--- src/rtl/bdq_pkg.sv ---
// Shared types and constants for the bounded deque with insert.
// Holds operation codes, status codes, FSM states and default sizes.
// No dependencies.
`default_nettype none

package bdq_pkg;

    // Default sizing for the top-level parameters
    localparam int DEPTH_DEF      = 16;
    localparam int DATA_WIDTH_DEF = 32;

    // Fixed field widths of the beats
    localparam int OP_W   = 3;
    localparam int POS_W  = 4;
    localparam int VAL_W  = 32;
    localparam int STAT_W = 2;
    localparam int CNT_W  = 5;

    typedef enum logic [OP_W-1:0] {
        OP_PUSH_FRONT = 3'd0,
        OP_PUSH_BACK  = 3'd1,
        OP_POP_FRONT  = 3'd2,
        OP_POP_BACK   = 3'd3,
        OP_READ       = 3'd4,
        OP_INSERT     = 3'd5
    } op_t;

    typedef enum logic [STAT_W-1:0] {
        ST_OK     = 2'd0,
        ST_EMPTY  = 2'd1,
        ST_BADPOS = 2'd2,
        ST_FULL   = 2'd3
    } status_t;

    typedef enum logic [1:0] {
        S_IDLE,
        S_RESP,
        S_INS_RD,
        S_INS_WR
    } state_t;

endpackage

`default_nettype wire

--- src/rtl/bdq_ram.sv ---
// Generic simple dual-port RAM: one write port, one read port, registered read.
// Read data holds while the read enable is low. No dependencies.
`default_nettype none

module bdq_ram #(
    parameter int WIDTH = 32,
    parameter int DEPTH = 16
) (
    input  wire logic                     aclk,
    input  wire logic                     we,
    input  wire logic [$clog2(DEPTH)-1:0] waddr,
    input  wire logic [WIDTH-1:0]         wdata,
    input  wire logic                     re,
    input  wire logic [$clog2(DEPTH)-1:0] raddr,
    output logic      [WIDTH-1:0]         rdata
);

    logic [WIDTH-1:0] mem [DEPTH];

    // Write port
    always_ff @(posedge aclk) begin
        if (we) begin
            mem[waddr] <= wdata;
        end
    end

    // Registered read port
    always_ff @(posedge aclk) begin
        if (re) begin
            rdata <= mem[raddr];
        end
    end

endmodule

`default_nettype wire

--- src/rtl/bounded_deque_with_insert_core.sv ---
// Bounded double-ended queue with insert-after, top level.
// Depends on bdq_pkg and bdq_ram.
`default_nettype none

// Ordered list of up to DEPTH elements kept in a circular RAM with a front
// pointer and an element count. Each input beat carries one operation (push
// front/back, pop front/back, read at position, insert after position) and
// produces exactly one result beat with data, status and the new count.
// Pushes, pops, reads, failed operations and unknown codes pass through
// the accept cycle, which issues the RAM access, and a response cycle that
// loads the output register. Insert after position p moves every element
// behind p back by one slot through the single RAM read port, with a read
// state and a write state for each. A held result on the output does not
// block the next beat from being accepted; the block only waits when a new
// result is ready and the previous one has not yet been taken.

module bounded_deque_with_insert_core #(
    parameter int DEPTH      = bdq_pkg::DEPTH_DEF,
    parameter int DATA_WIDTH = bdq_pkg::DATA_WIDTH_DEF
) (
    input  wire logic                         aclk,
    input  wire logic                         aresetn,
    input  wire logic                         s_valid,
    output logic                              s_ready,
    input  wire logic [bdq_pkg::OP_W-1:0]     s_operation,
    input  wire logic [bdq_pkg::POS_W-1:0]    s_position,
    input  wire logic [bdq_pkg::VAL_W-1:0]    s_value,
    output logic                              m_valid,
    input  wire logic                         m_ready,
    output logic      [bdq_pkg::VAL_W-1:0]    m_data,
    output logic      [bdq_pkg::STAT_W-1:0]   m_status,
    output logic      [bdq_pkg::CNT_W-1:0]    m_count
);

    import bdq_pkg::*;

    localparam int AW   = $clog2(DEPTH);
    localparam int CW   = $clog2(DEPTH + 1);
    localparam int SW   = CW + 1;
    localparam int CMPW = (CW > POS_W) ? CW : POS_W;
    localparam int VW   = (DATA_WIDTH < VAL_W) ? DATA_WIDTH : VAL_W;

    localparam logic [AW-1:0] LAST_SLOT = AW'(DEPTH - 1);
    localparam logic [CW-1:0] FULL_CNT  = CW'(DEPTH);
    localparam logic [SW-1:0] DEPTH_S   = SW'(DEPTH);

    // Physical slot of a logical offset from the front (wraps once at most)
    function automatic logic [AW-1:0] slot_of(input logic [AW-1:0] front,
                                              input logic [CW-1:0] offs);
        logic [SW-1:0] sum;
        sum = SW'(front) + SW'(offs);
        if (sum >= DEPTH_S) begin
            sum = sum - DEPTH_S;
        end
        return sum[AW-1:0];
    endfunction

    state_t                state_reg, state_next;
    logic [AW-1:0]         front_reg, front_next;
    logic [CW-1:0]         count_reg, count_next;
    logic [CW-1:0]         idx_reg, idx_next;
    logic [POS_W-1:0]      pos_reg, pos_next;
    logic [DATA_WIDTH-1:0] val_reg, val_next;
    status_t               res_status_reg, res_status_next;
    logic                  res_ram_reg, res_ram_next;
    logic                  m_valid_reg, m_valid_next;
    logic [VAL_W-1:0]      m_data_reg, m_data_next;
    logic [STAT_W-1:0]     m_status_reg, m_status_next;
    logic [CNT_W-1:0]      m_count_reg, m_count_next;

    logic                  ram_we;
    logic [AW-1:0]         ram_waddr;
    logic [DATA_WIDTH-1:0] ram_wdata;
    logic                  ram_re;
    logic [AW-1:0]         ram_raddr;
    logic [DATA_WIDTH-1:0] ram_rdata;

    logic                  in_fire;
    logic                  out_free;
    logic                  load_out;
    logic                  is_full;
    logic                  is_empty;
    logic                  pos_bad;
    logic [DATA_WIDTH-1:0] in_val;
    logic [CW-1:0]         pos_off;
    logic [CW-1:0]         pos1;
    logic [AW-1:0]         front_dec;
    logic [AW-1:0]         front_inc;

    // Element store
    bdq_ram #(
        .WIDTH (DATA_WIDTH),
        .DEPTH (DEPTH)
    ) u_store (
        .aclk  (aclk),
        .we    (ram_we),
        .waddr (ram_waddr),
        .wdata (ram_wdata),
        .re    (ram_re),
        .raddr (ram_raddr),
        .rdata (ram_rdata)
    );

    // Handshake and list status
    assign s_ready   = (state_reg == S_IDLE);
    assign in_fire   = s_valid && s_ready;
    assign out_free  = !m_valid_reg || m_ready;
    assign load_out  = (state_reg == S_RESP) && out_free;
    assign is_full   = (count_reg == FULL_CNT);
    assign is_empty  = (count_reg == '0);
    assign pos_bad   = (CMPW'(s_position) >= CMPW'(count_reg));
    assign in_val    = DATA_WIDTH'(s_value[VW-1:0]);
    assign pos_off   = CW'(s_position);
    assign pos1      = CW'(pos_reg) + CW'(1);
    assign front_dec = (front_reg == '0) ? LAST_SLOT : front_reg - AW'(1);
    assign front_inc = (front_reg == LAST_SLOT) ? '0 : front_reg + AW'(1);

    // Next state, RAM control and result staging
    always_comb begin
        state_next      = state_reg;
        front_next      = front_reg;
        count_next      = count_reg;
        idx_next        = idx_reg;
        pos_next        = pos_reg;
        val_next        = val_reg;
        res_status_next = res_status_reg;
        res_ram_next    = res_ram_reg;
        m_valid_next    = m_valid_reg && !m_ready;
        m_data_next     = m_data_reg;
        m_status_next   = m_status_reg;
        m_count_next    = m_count_reg;
        ram_we          = 1'b0;
        ram_waddr       = '0;
        ram_wdata       = in_val;
        ram_re          = 1'b0;
        ram_raddr       = '0;

        unique case (state_reg)
            S_IDLE: begin
                if (in_fire) begin
                    pos_next        = s_position;
                    val_next        = in_val;
                    res_status_next = ST_OK;
                    res_ram_next    = 1'b0;
                    state_next      = S_RESP;
                    case (s_operation)
                        OP_PUSH_FRONT: begin
                            if (is_full) begin
                                res_status_next = ST_FULL;
                            end else begin
                                ram_we     = 1'b1;
                                ram_waddr  = front_dec;
                                front_next = front_dec;
                                count_next = count_reg + CW'(1);
                            end
                        end
                        OP_PUSH_BACK: begin
                            if (is_full) begin
                                res_status_next = ST_FULL;
                            end else begin
                                ram_we     = 1'b1;
                                ram_waddr  = slot_of(front_reg, count_reg);
                                count_next = count_reg + CW'(1);
                            end
                        end
                        OP_POP_FRONT: begin
                            if (is_empty) begin
                                res_status_next = ST_EMPTY;
                            end else begin
                                ram_re       = 1'b1;
                                ram_raddr    = front_reg;
                                res_ram_next = 1'b1;
                                front_next   = front_inc;
                                count_next   = count_reg - CW'(1);
                            end
                        end
                        OP_POP_BACK: begin
                            if (is_empty) begin
                                res_status_next = ST_EMPTY;
                            end else begin
                                ram_re       = 1'b1;
                                ram_raddr    = slot_of(front_reg, count_reg - CW'(1));
                                res_ram_next = 1'b1;
                                count_next   = count_reg - CW'(1);
                            end
                        end
                        OP_READ: begin
                            if (pos_bad) begin
                                res_status_next = ST_BADPOS;
                            end else begin
                                ram_re       = 1'b1;
                                ram_raddr    = slot_of(front_reg, pos_off);
                                res_ram_next = 1'b1;
                            end
                        end
                        OP_INSERT: begin
                            if (pos_bad) begin
                                res_status_next = ST_BADPOS;
                            end else if (is_full) begin
                                res_status_next = ST_FULL;
                            end else begin
                                idx_next   = count_reg;
                                state_next = S_INS_RD;
                            end
                        end
                        default: begin
                            // unknown codes leave the list untouched
                        end
                    endcase
                end
            end

            // Fetch the element one ahead of the hole, or drop the new one in
            S_INS_RD: begin
                if (idx_reg > pos1) begin
                    ram_re     = 1'b1;
                    ram_raddr  = slot_of(front_reg, idx_reg - CW'(1));
                    state_next = S_INS_WR;
                end else begin
                    ram_we     = 1'b1;
                    ram_waddr  = slot_of(front_reg, pos1);
                    ram_wdata  = val_reg;
                    count_next = count_reg + CW'(1);
                    state_next = S_RESP;
                end
            end

            // Move the fetched element back by one slot
            S_INS_WR: begin
                ram_we     = 1'b1;
                ram_waddr  = slot_of(front_reg, idx_reg);
                ram_wdata  = ram_rdata;
                idx_next   = idx_reg - CW'(1);
                state_next = S_INS_RD;
            end

            // Load the output register once it is free
            S_RESP: begin
                if (out_free) begin
                    m_valid_next  = 1'b1;
                    m_data_next   = res_ram_reg ? VAL_W'(ram_rdata[VW-1:0]) : '0;
                    m_status_next = res_status_reg;
                    m_count_next  = CNT_W'(count_reg);
                    state_next    = S_IDLE;
                end
            end

            default: begin
                state_next = S_IDLE;
            end
        endcase
    end

    // Control registers
    always_ff @(posedge aclk) begin
        if (!aresetn) begin
            state_reg   <= S_IDLE;
            front_reg   <= '0;
            count_reg   <= '0;
            m_valid_reg <= 1'b0;
        end else begin
            state_reg   <= state_next;
            front_reg   <= front_next;
            count_reg   <= count_next;
            m_valid_reg <= m_valid_next;
        end
    end

    // Payload registers
    always_ff @(posedge aclk) begin
        idx_reg        <= idx_next;
        pos_reg        <= pos_next;
        val_reg        <= val_next;
        res_status_reg <= res_status_next;
        res_ram_reg    <= res_ram_next;
        m_data_reg     <= m_data_next;
        m_status_reg   <= m_status_next;
        m_count_reg    <= m_count_next;
    end

    assign m_valid  = m_valid_reg;
    assign m_data   = m_data_reg;
    assign m_status = m_status_reg;
    assign m_count  = m_count_reg;

    // Count never exceeds the capacity
    a_count_bound: assert property (@(posedge aclk) disable iff (!aresetn)
        count_reg <= FULL_CNT)
        else $error("element count above capacity");

    // A full status is only reported while the list is full
    a_full_status: assert property (@(posedge aclk) disable iff (!aresetn)
        (load_out && res_status_reg == ST_FULL) |-> (count_reg == FULL_CNT))
        else $error("full status with free space");

    // A pop from the front of a non-empty list moves the front and shrinks the count
    a_pop_front: assert property (@(posedge aclk) disable iff (!aresetn)
        (in_fire && s_operation == OP_POP_FRONT && !is_empty)
        |=> (count_reg == $past(count_reg) - CW'(1)) && (front_reg != $past(front_reg)))
        else $error("pop front did not update front and count");

    // The shift pass stays inside the live list and never starts on a full one
    a_ins_range: assert property (@(posedge aclk) disable iff (!aresetn)
        (state_reg == S_INS_RD || state_reg == S_INS_WR)
        |-> (count_reg < FULL_CNT) && (idx_reg <= count_reg))
        else $error("insert shift out of range");

endmodule

`default_nettype wire

--- config.mk ---
export PLATFORM = sky130hd
export DESIGN_NAME = bounded_deque_with_insert_core
export DESIGN_NICKNAME = d
export VERILOG_FILES = /design/src/rtl/bdq_pkg.sv /design/src/rtl/bdq_ram.sv /design/src/rtl/bounded_deque_with_insert_core.sv
export SDC_FILE = /design/constraint.sdc
export NUM_CORES = 1
export LEC_CHECK = 0
export BUFFER_PORTS_ARGS = -buffer_cell sky130_fd_sc_hd__buf_2
export CAP_MARGIN = 20
export CORE_UTILIZATION = 40
export CTS_CLUSTER_DIAMETER = 150
export DETAILED_ROUTE_END_ITERATION = 7
export SETUP_SLACK_MARGIN = 0.2
export SYNTH_ARGS = -nofsm -noshare
export SYNTH_HDL_FRONTEND = slang
export SYNTH_SLANG_ARGS = --single-unit
--- constraint.sdc ---
create_clock -name aclk -period 4.9 [get_ports aclk]
set_input_delay 0 -clock aclk [delete_from_list [all_inputs] [get_ports aclk]]
set_output_delay 0 -clock aclk [all_outputs]
set_load 0.02 [all_outputs]
After elaboration in Yosys (flattened, before gate mapping) --
Memories as Yosys holds them, arrays and structs flattened. A register that Yosys moved wholly into a read port is not among the register bits. Index checks and enable logic that the tools add are counted.
Storage, ports and cells: flip-flop bits (word level) 95, memory bits (writable) 512, input bits 43, output and inout port bits 41, logic and storage cells 144, memories 1
Operators by class: add/subtract/negate cells 18, order comparisons 8, equal/unequal tests 21, muxes and demuxes 64, reductions and logical operators 20
Memory list:
- u_store.mem | words 16, bits a word 32, rd ports 1, clocked after memory_dff 1, wr ports 1, line bdq_ram.sv:18 | logic [WIDTH-1:0] mem [DEPTH];
Operators with widths (count):
- 4-bit two-way mux | 19
- 32-bit one-hot mux with 2 select lines | 1
- 5-bit two-way mux | 8
- 32-bit two-way mux | 1
- 4-bit by 5-bit adder with 6-bit output | 5
- 6-bit by 5-bit >= comparator with 1-bit output, second input constant | 5
- 5-bit one-hot mux with 2 select lines | 3
- 4-bit by 1-bit subtractor with 4-bit output, second input constant | 7
- 4-bit one-hot mux with 2 select lines | 3
- 4-bit one-hot mux with 3 select lines | 2
- 2-bit two-way mux | 9
- 2-bit one-hot mux with 4 select lines | 2
- 1-bit two-way mux | 13
- 2-bit != test, second input constant | 6
- 5-bit AND reduction | 2
- 5-bit by 1-bit subtractor with 5-bit output, second input constant | 2
- 3-bit != test, second input constant | 3
- 3-bit by 2-bit == test with 1-bit output, second input constant | 2
- 3-bit == test, second input constant | 2
- 2-bit AND reduction | 3
- 6-bit AND reduction | 1
- 2-bit nonzero test | 3
- 4-bit by 1-bit adder with 5-bit output, second input constant | 1
- 4-bit by 4-bit adder with 5-bit output | 1
- 21 further kinds | 27

Logic depth before layout (Yosys ltp) --
Gate-level depths: netlist of the first run.
depth in word-level cells 8, gate-level depth with buffers 15, mapped depth without buffers 12

Modules after synthesis --
A second synthesis of the first run with hierarchy kept.
Unflattened totals: cell total of the unflattened synthesis 1374, area, all modules 25983.7 µm²
Modules (own cells, without submodules):
- bdq_ram | times used 1, cells each 838, area an instance 20156.8 µm², sequential area each 16335.7 µm²
- bounded_deque_with_insert_core | times used 1, cells each 536, area an instance 5826.8 µm², sequential area each 2732.6 µm²

Worst setup path before layout of the first run --
No wires, ideal clock.
path kind reg-to-reg, start register pos_reg[0], end register u_store.rdata[0], read port of u_store.mem, enable pin, library setup time 0.466 ns, arrival 3.919 ns, data required time 4.434 ns, setup slack 0.515 ns, cell stages (with the launch flop) 9, buffers on the path 0, period minus slack after synthesis 4.385 ns, path through edfxtp_1 > ha_1 > xor2_1 > inv_1 > ha_1 > and3_1 > o21a_1 > o21ai_0 > o21ai_0
Between the ends: longest elaborated chain between the ends 4, elaborated cells between the ends (all ways) 6, those cells by class add/sub: 1; order compare: 1; mux: 4
RTL lines:
- start, declared | line bounded_deque_with_insert_core.sv:62 | logic [POS_W-1:0] pos_reg, pos_next;
- start signal, assigned | line bounded_deque_with_insert_core.sv:272 | pos_reg <= pos_next;
- 4-bit by 1-bit adder with 5-bit output | line bounded_deque_with_insert_core.sv:114 | assign pos1 = CW'(pos_reg) + CW'(1);
- 5-bit greater-than comparator | line bounded_deque_with_insert_core.sv:215 | if (idx_reg > pos1) begin
- 1-bit two-way mux | line bounded_deque_with_insert_core.sv:215
- 1-bit one-hot mux with 2 select lines | line bounded_deque_with_insert_core.sv:138 | unique case (state_reg)
- named net ram_re | line bounded_deque_with_insert_core.sv:74 | logic ram_re;
- end, declared | line bdq_ram.sv:15 | output logic [WIDTH-1:0] rdata
The timed path passes the listed nets, and every way through them passes these cells. A chain may end at the register's enable or synchronous reset.

Final worst setup path of the first run --
start register pos_reg[0], end memory u_store.mem[15][5], enable pin
Between the ends: longest elaborated chain between the ends 6, elaborated cells between the ends (all ways) 12, those cells by class add/sub: 3; order compare: 2; mux: 7
RTL lines:
- 4-bit by 1-bit adder with 5-bit output * | line bounded_deque_with_insert_core.sv:114
- 4-bit by 5-bit adder with 6-bit output or 5-bit greater-than comparator (tied branches) | line bounded_deque_with_insert_core.sv:51, bounded_deque_with_insert_core.sv:215
- 6-bit by 5-bit >= comparator with 1-bit output (tied with other cells) | line bounded_deque_with_insert_core.sv:52 | if (sum >= DEPTH_S) begin
- 4-bit two-way mux or 1-bit one-hot mux with 3 select lines (tied branches) | line bounded_deque_with_insert_core.sv:52, bounded_deque_with_insert_core.sv:138
- 4-bit two-way mux or 1-bit two-way mux (tied branches) | line bounded_deque_with_insert_core.sv:215, bdq_ram.sv:22
- 4-bit one-hot mux with 3 select lines or 1-bit two-way mux (tied branches) | line bounded_deque_with_insert_core.sv:138, bdq_ram.sv:23
- end, declared | line bdq_ram.sv:18
Mark *: on every way between the ends. The rest lies on a longest branch, timed or not.

==> results.txt, run 1 <==
----------------------------------------------------
[CTS]
  TritonCTS clock tree ... yes
  Setup fix buffers added after clock tree synthesis ... 0
  H-tree depth ... 3
  Cts hold-fix bufs ... 41
  TritonCTS buffer count ... 67
  Clock-pin slew on the worst setup and hold paths ... 60 ps
  Clock buffer depth ... 3
  TritonCTS sink count ... 639
  Post-cts sizing count ... 0
  Worst-skew pair later-pin latency ... 600 ps
  Root buffer cell ... sky130_fd_sc_hd__clkbuf_16

[Floorplanning]
  Core footprint ... 66100 µm²
  Die Span X ... 261 µm
  Number of I/O pins ... 84
  Starting Density ... 0.406
  Core Rows ... 94
  Die Height ... 261 µm
  Die area ... 68200 µm²

[Worst setup path]
  Cells along the critical path ... ha_1, xor2_1, inv_1, ha_1, and3_1, o21a_1, o21ai_0, nand2_1, o221ai_1, nand2_1, nor2_4, buf_4
  Largest driver fanout on the critical path ... 17
  Reg-to-Reg Start ... pos_reg[0]$_DFFE_PP_
  Req. time, crit path ... 5200 ps
  Setup slack, reg-to-reg ... 680 ps
  Data arrival time of the worst path ... 4520 ps
  Highest-delay cell along the critical path ... sky130_fd_sc_hd__o21ai_0
  Worst Setup Start Kind ... register
  Worst reg2reg path endpoint ... u_store.mem[15][5]$_DFFE_PP_
  Kind of capture point of the worst setup path ... register
  Capture point of the worst path ... u_store.mem[15][5]$_DFFE_PP_
  Worst Reg-to-Reg Cells ... 12
  Critical path's largest stage delay ... 560 ps
  CP Launch Point ... pos_reg[0]$_DFFE_PP_
  Classification of the worst setup path ... register to register

[Timing]
  Max Freq ... 0.237 GHz
  Hold slack ... 87.4 ps
  RSZ-0062 raised after global routing ... no
  Worst slew slack as a fraction of its limit ... 0.240
  Final count of negative-setup-slack endpoints ... 0
  Tightest Pin Transition ... 1130 ps
  Final Skew ... 19.0 ps
  Final number of hold-violating endpoints ... 0
  Final slew viol count ... 0
  Minimum period implied by the final worst setup slack ... 4220 ps
  Period utilisation layout ... 0.861
  Setup tns final ... 0 ps

[Layout]
  Flip-flop count of the largest register, all copies and words added ... 512
  Fraction of final layout cells sized beyond drive strength 1 ... 0.141
  Area of the multi-input gates ... 7270 µm²
  Fill count ... 5632
  Final nets ... 2147
  Sequential cell area ... 19100 µm²
  Count of antenna diodes in the layout ... 0
  Layout Utilization ... 0.474
  Biggest register ... u_store.mem
  Synthesis-to-layout area growth ... 16.5%

[Synth]
  Yosys warning count ... 0
  Async set or reset register ratio after synthesis ... 0
  Syn Area/Cell ... 14.1 µm²
  Count of different cell masters after synthesis ... 66
  Nets in the synthesized netlist ... 1993
  Number of register bits inferred by synthesis ... 639
  Count of flip-flops with a built-in enable after synthesis ... 627
  Synth Cell Area ... 26900 µm²
  Post-Synthesis Cells ... 1910
  Most frequently used flop master after synthesis ... sky130_fd_sc_hd__edfxtp_1
  Portion of the post-synthesis area used by sequential elements ... 0.710

[Detailed routing]
  Met2 wirelength from detailed routing ... 32400 µm
  Routed wl met3 ... 4850 µm
  Total DRC errors in the routed layout ... 10
  Avg WL per Cell ... 22.7 µm
  Vias ... 16524
  Met1 wire length ... 29000 µm
  Iteration-0 DRC Markers ... 1515
  1st-pass router iterations ... 8
  Count of antenna-violating nets left after detailed routing ... 0
  Mean number of vias per cell ... 5.54
  Top sig layer ... met4
  Overall routed net length ... 67700 µm

[Outcome]
  Violations in the final reports ... DRC
  Status ... complete, but fails checks

[Placement]
  # port buffers ... 83
  Routability congestion estimate from global placement ... 0.835
  DP Wirelength ... 39000 µm

[Worst hold path]
  Path type of the worst min-delay path ... input port to register

[Pwr]
  Switching component of the power ... 2.69 mW
  Clock group share of total power ... 0.409
  VDD IR-drop max ... 0.231 mV
  Leak pwr ... 10.8 nW
  Comb power frac ... 0.075
  Switching share of power ... 0.224
  Int Pwr ... 9.31 mW
  PwrDens ... 383 nW/µm²
  Sequential cell fraction of total power ... 0.516

[Global route]
  Gr usage total ... 0.198
  Wire length of the first global-routing pass ... 100000 µm
  Initial antenna violation count ... 4
  Vias in the first global route ... 15954
  Maximum number of pins on one net before global-route repair ... 80
  Aggregate global routing overflow ... 0

[Run]
  Max-capacitance violation count ... 0

----------------------------------------------------
-- per-stage QoR --
step           std cells  area (µm²)  power (mW)  setup WS (ps)
3_5_place_dp        2814       28700        7.17            666
2_1_floorplan       1910       26900        6.84            515
4_1_cts             2976       31200        12.1            654
3_3_place_gp        2814       28700        7.15            732
5_1_grt             2980       31300        12.4            394
6_report            2980       31300        12.0            680
-- critical path: cells and delay by family, from the launching register on --
kind	cells	cell delay (ps)
adder cells (fa/ha/maj)	2	520
buffers and inverters	2	370
flip-flops	1	420
AND/OR/NAND/NOR	4	1350
XOR/XNOR	1	200
AO/OA/AOI/OAI	3	1040
-- kinds of logic (layout without fill, tap and decap cells) --
| kind of cell | after synthesis | count (layout) | share of synthesized area |
|---|---|---|---|
| DFF | 639 | 639 | 0.710 |
| buffers and inverters | 149 | 355 | 0.0264 |
| and+or+nand+nor | 621 | 621 | 0.109 |
| adders and majority gates | 40 | 40 | 0.0203 |
| xor gates and xnor gates | 31 | 31 | 0.0101 |
| AOI/OAI and AO/OA | 334 | 334 | 0.0887 |
| muxes | 96 | 96 | 0.0358 |
-- per-layer routing --
metal,track usage,vias to the layer above
li1,-,7591
met1,0.269,8246
met2,0.325,589
met3,0.0350,98
met4,0.0617,0
met5,0,-
-- layout make-up --
class,instances,share of cell area
flip-flops and latches,639,0.609
multi-input cells,1122,0.232
clock buffers,87,0.0580
repair buffers,209,0.0530
well taps,864,0.0345
clock inverters,34,0.00991
inverters,25,0.00300
-- Yosys cell counts (8+ instances only) --
cell type                  instances  share of area
sky130_fd_sc_hd__nand2_1         299          0.042
sky130_fd_sc_hd__a21oi_1          46         0.0086
sky130_fd_sc_hd__nor2_1           66         0.0092
sky130_fd_sc_hd__buf_6            10         0.0042
sky130_fd_sc_hd__and2_1           39         0.0091
sky130_fd_sc_hd__a221o_1          31          0.012
sky130_fd_sc_hd__or3_1            35         0.0081
sky130_fd_sc_hd__o21ai_0          49         0.0091
sky130_fd_sc_hd__dfxtp_1          12         0.0089
sky130_fd_sc_hd__nand3_1          75          0.014
sky130_fd_sc_hd__a31oi_1          68          0.016
sky130_fd_sc_hd__a211oi_1         63          0.018
sky130_fd_sc_hd__xnor2_1          22         0.0072
sky130_fd_sc_hd__buf_4             8         0.0022
sky130_fd_sc_hd__buf_2            35         0.0065
sky130_fd_sc_hd__inv_1            24         0.0034
sky130_fd_sc_hd__a32o_1           31          0.012
sky130_fd_sc_hd__xor2_1            9         0.0029
sky130_fd_sc_hd__edfxtp_1        627           0.70
sky130_fd_sc_hd__ha_1             34          0.016
sky130_fd_sc_hd__and3_1           69          0.016
sky130_fd_sc_hd__clkbuf_1         65         0.0091
sky130_fd_sc_hd__mux2i_1          96          0.036
-- power by group through the flow --
stage               clock network (mW)  logic, mW  registers, mW
finish                            4.90      0.902           6.19
CTS                               5.00      0.888           6.20
floorplan                            0      0.537           6.31
detailed placement                   0      0.856           6.31
global route                      5.20      0.990           6.20
global placement                     0      0.841           6.31
-- how the worst min path moves through the flow --
stage | start | depth (start not counted) | to | slack (ps)
6_report | s_operation[0] | 5 | state_reg[1]$_SDFFE_PN0P_ | 90
5_1_grt | s_operation[0] | 5 | state_reg[1]$_SDFFE_PN0P_ | 120
4_1_cts | s_operation[0] | 5 | state_reg[1]$_SDFFE_PN0P_ | 30
3_5_place_dp | s_value[4] | 1 | val_reg[4]$_DFFE_PP_ | 190
3_3_place_gp | s_value[8] | 1 | val_reg[8]$_DFFE_PP_ | 190
2_1_floorplan | s_position[0] | 0 | pos_reg[0]$_DFFE_PP_ | 100
-- cell usage in the layout, fill, tap and decap left out, types with 6 or more instances in the layout --
cell,count
sky130_fd_sc_hd__buf_12,14
sky130_fd_sc_hd__a221o_1,31
sky130_fd_sc_hd__a32o_1,31
sky130_fd_sc_hd__a31oi_1,68
sky130_fd_sc_hd__o21ai_0,48
sky130_fd_sc_hd__xor2_1,9
sky130_fd_sc_hd__ha_1,34
sky130_fd_sc_hd__a211oi_1,63
sky130_fd_sc_hd__inv_1,24
sky130_fd_sc_hd__a21o_1,6
sky130_fd_sc_hd__nand2_1,299
sky130_fd_sc_hd__edfxtp_1,627
sky130_fd_sc_hd__clkbuf_1,17
sky130_fd_sc_hd__dlygate4sd3_1,41
sky130_fd_sc_hd__clkbuf_16,70
sky130_fd_sc_hd__nor2_4,19
sky130_fd_sc_hd__buf_4,70
sky130_fd_sc_hd__nand3_1,74
sky130_fd_sc_hd__clkinv_1,15
sky130_fd_sc_hd__and3_1,69
sky130_fd_sc_hd__fa_1,6
sky130_fd_sc_hd__xnor2_1,22
sky130_fd_sc_hd__mux2i_1,96
sky130_fd_sc_hd__nor2_1,48
sky130_fd_sc_hd__nor3_1,6
sky130_fd_sc_hd__and2_1,38
sky130_fd_sc_hd__clkinv_2,8
sky130_fd_sc_hd__or3_1,35
sky130_fd_sc_hd__dfxtp_1,11
sky130_fd_sc_hd__a21oi_1,46
sky130_fd_sc_hd__buf_2,83
Note: power is estimated with default switching activity, not from simulation.
==> inputs of run 2 (changes only) <==
CORE_MARGIN = 4   (was unset)
MAX_ROUTING_LAYER = met4   (was unset)
==> results.txt, run 2 (synthesis gave the netlist of run 1 again) <==
----------------------------------------------------
[Layout]
  Sequential cell area ... 19100 µm²
  Area of the multi-input gates ... 7270 µm²
  Fill count ... 5711
  Final nets ... 2146
  Leading cell type in the layout, fill and taps excluded ... sky130_fd_sc_hd__edfxtp_1
  Commonest cells after routing, fill and taps aside ... sky130_fd_sc_hd__edfxtp_1, sky130_fd_sc_hd__nand2_1, sky130_fd_sc_hd__mux2i_1
  Flip-flop count of the largest register, all copies and words added ... 512
  Biggest register ... u_store.mem
  Fraction of final layout cells sized beyond drive strength 1 ... 0.141
  Synthesis-to-layout area growth ... 16.1%
  Post-Layout Inst Area ... 31200 µm²

[Floorplanning]
  Die Span X ... 267 µm
  Core Rows ... 94
  Die Height ... 267 µm
  Starting Density ... 0.406
  Core footprint ... 66200 µm²
  Die area ... 71400 µm²
  Number of I/O pins ... 84

[Pwr]
  VDD IR-drop max ... 0.233 mV
  Total Power Consumption ... 11.8 mW
  PwrDens ... 380 nW/µm²
  Leak pwr ... 10.8 nW

[Worst setup path]
  Data arrival time of the worst path ... 4390 ps
  Req. time, crit path ... 5180 ps
  Kind of capture point of the worst setup path ... register
  Classification of the worst setup path ... register to register
  Worst Setup Start Kind ... register
  Largest driver fanout on the critical path ... 13

[CTS]
  Root buffer cell ... sky130_fd_sc_hd__clkbuf_16
  TritonCTS clock tree ... yes
  H-tree depth ... 3
  Worst-skew pair later-pin latency ... 590 ps
  Setup fix buffers added after clock tree synthesis ... 0
  Clock buffer depth ... 3
  TritonCTS sink count ... 639
  TritonCTS buffer count ... 66
  Clock-pin slew on the worst setup and hold paths ... 60 ps

[Timing]
  Final Skew ... 23.7 ps
  Final slew viol count ... 0
  Setup tns final ... 0 ps
  Max Freq ... 0.243 GHz
  RSZ-0062 raised after global routing ... no
  Period utilisation layout ... 0.839
  Worst slew slack as a fraction of its limit ... 0.259
  Final count of negative-setup-slack endpoints ... 0
  Final number of hold-violating endpoints ... 0
  Minimum period implied by the final worst setup slack ... 4110 ps
  Hold slack ... 135 ps
  Tightest Pin Transition ... 1110 ps

[Global route]
  Vias in the first global route ... 16575
  Wire length of the first global-routing pass ... 105000 µm
  Initial antenna violation count ... 2
  Gr usage total ... 0.200
  Maximum number of pins on one net before global-route repair ... 83
  Aggregate global routing overflow ... 0

[Run]
  Max-capacitance violation count ... 0

[Placement]
  # port buffers ... 83
  Routability congestion estimate from global placement ... 0.847
  DP Wirelength ... 41400 µm
  Area of placed instances ... 28800 µm²

[Detailed routing]
  Vias ... 16815
  Overall routed net length ... 70200 µm
  Iteration-0 DRC Markers ... 1657
  Count of antenna-violating nets left after detailed routing ... 0
  Total DRC errors in the routed layout ... 0
  Mean number of vias per cell ... 5.65
  1st-pass router iterations ... 5
  Avg WL per Cell ... 23.6 µm

[Worst hold path]
  Path type of the worst min-delay path ... input port to register

[Outcome]
  Status ... complete, no violations

----------------------------------------------------
run 2: path summary, 6_finish.rpt:
path / slack (ps) / cells past startpoint / start / endpoint
setup / recovery: 790 / 12 / pos_reg[0]$_DFFE_PP_ / u_store.mem[14][8]$_DFFE_PP_
hold / removal: 140 / 2 / s_value[6] / val_reg[6]$_DFFE_PP_
setup reg to reg: 790 / 12 / pos_reg[0]$_DFFE_PP_ / u_store.mem[14][8]$_DFFE_PP_
hold reg to reg: 440 / 0 / res_status_reg[0]$_DFFE_PP_ / m_status[0]$_DFFE_PP_
run 2: area by class of cell:
cell class / count / area share
well taps: 864 / 0.0347
inverters: 25 / 0.00301
clock inverters: 34 / 0.00923
diodes: 3 / 0.000241
flip-flops and latches: 639 / 0.611
clock buffers: 78 / 0.0551
multi-input cells: 1122 / 0.233
repair buffers: 209 / 0.0533
run 2: repair_timing:
item                                   4_1_cts  5_1_grt
hold buffers                                42        0
resized for setup                            0        0
endpoints found under the hold margin      242        0
run 2: report_power, final:
part / switching (mW) / leakage (nW) / total, mW / internal (mW)
logic: 0.580 / 3.99 / 0.909 / 0.330
registers: 0.0617 / 5.79 / 6.19 / 6.13
clock network: 2.06 / 0.979 / 4.74 / 2.68
total: 2.70 / 10.8 / 11.8 / 9.14
run 2: through the flow:
| step | util | cells | worst slack [ps] |
|---|---|---|---|
| CTS | 0.471 | 2970 | 774 |
| finish | 0.471 | 2974 | 788 |
| global route | 0.471 | 2973 | 450 |
| global placement | 0.434 | 2815 | 693 |
| detailed placement | 0.434 | 2816 | 790 |
| floorplan | - | 1910 | 515 |
run 2: critical path, cell delays in order (launching register included):
cell and delay (ps):
sky130_fd_sc_hd__edfxtp_1 420, sky130_fd_sc_hd__ha_1 250, sky130_fd_sc_hd__xor2_1 200, sky130_fd_sc_hd__inv_1 70, sky130_fd_sc_hd__ha_1 260, sky130_fd_sc_hd__and3_1 220, sky130_fd_sc_hd__o21a_1 140, sky130_fd_sc_hd__o21ai_0 500
sky130_fd_sc_hd__nand2_1 250, sky130_fd_sc_hd__o221ai_1 340, sky130_fd_sc_hd__nand2_1 310, sky130_fd_sc_hd__nor2_4 490, sky130_fd_sc_hd__buf_4 340
run 2: layer usage:
layer / global-route usage / routed length (µm)
met2: 0.312 / 32600
met3: 0.0339 / 5510
met1: 0.276 / 30800
met4: 0.0523 / 1210
met5: - / 0
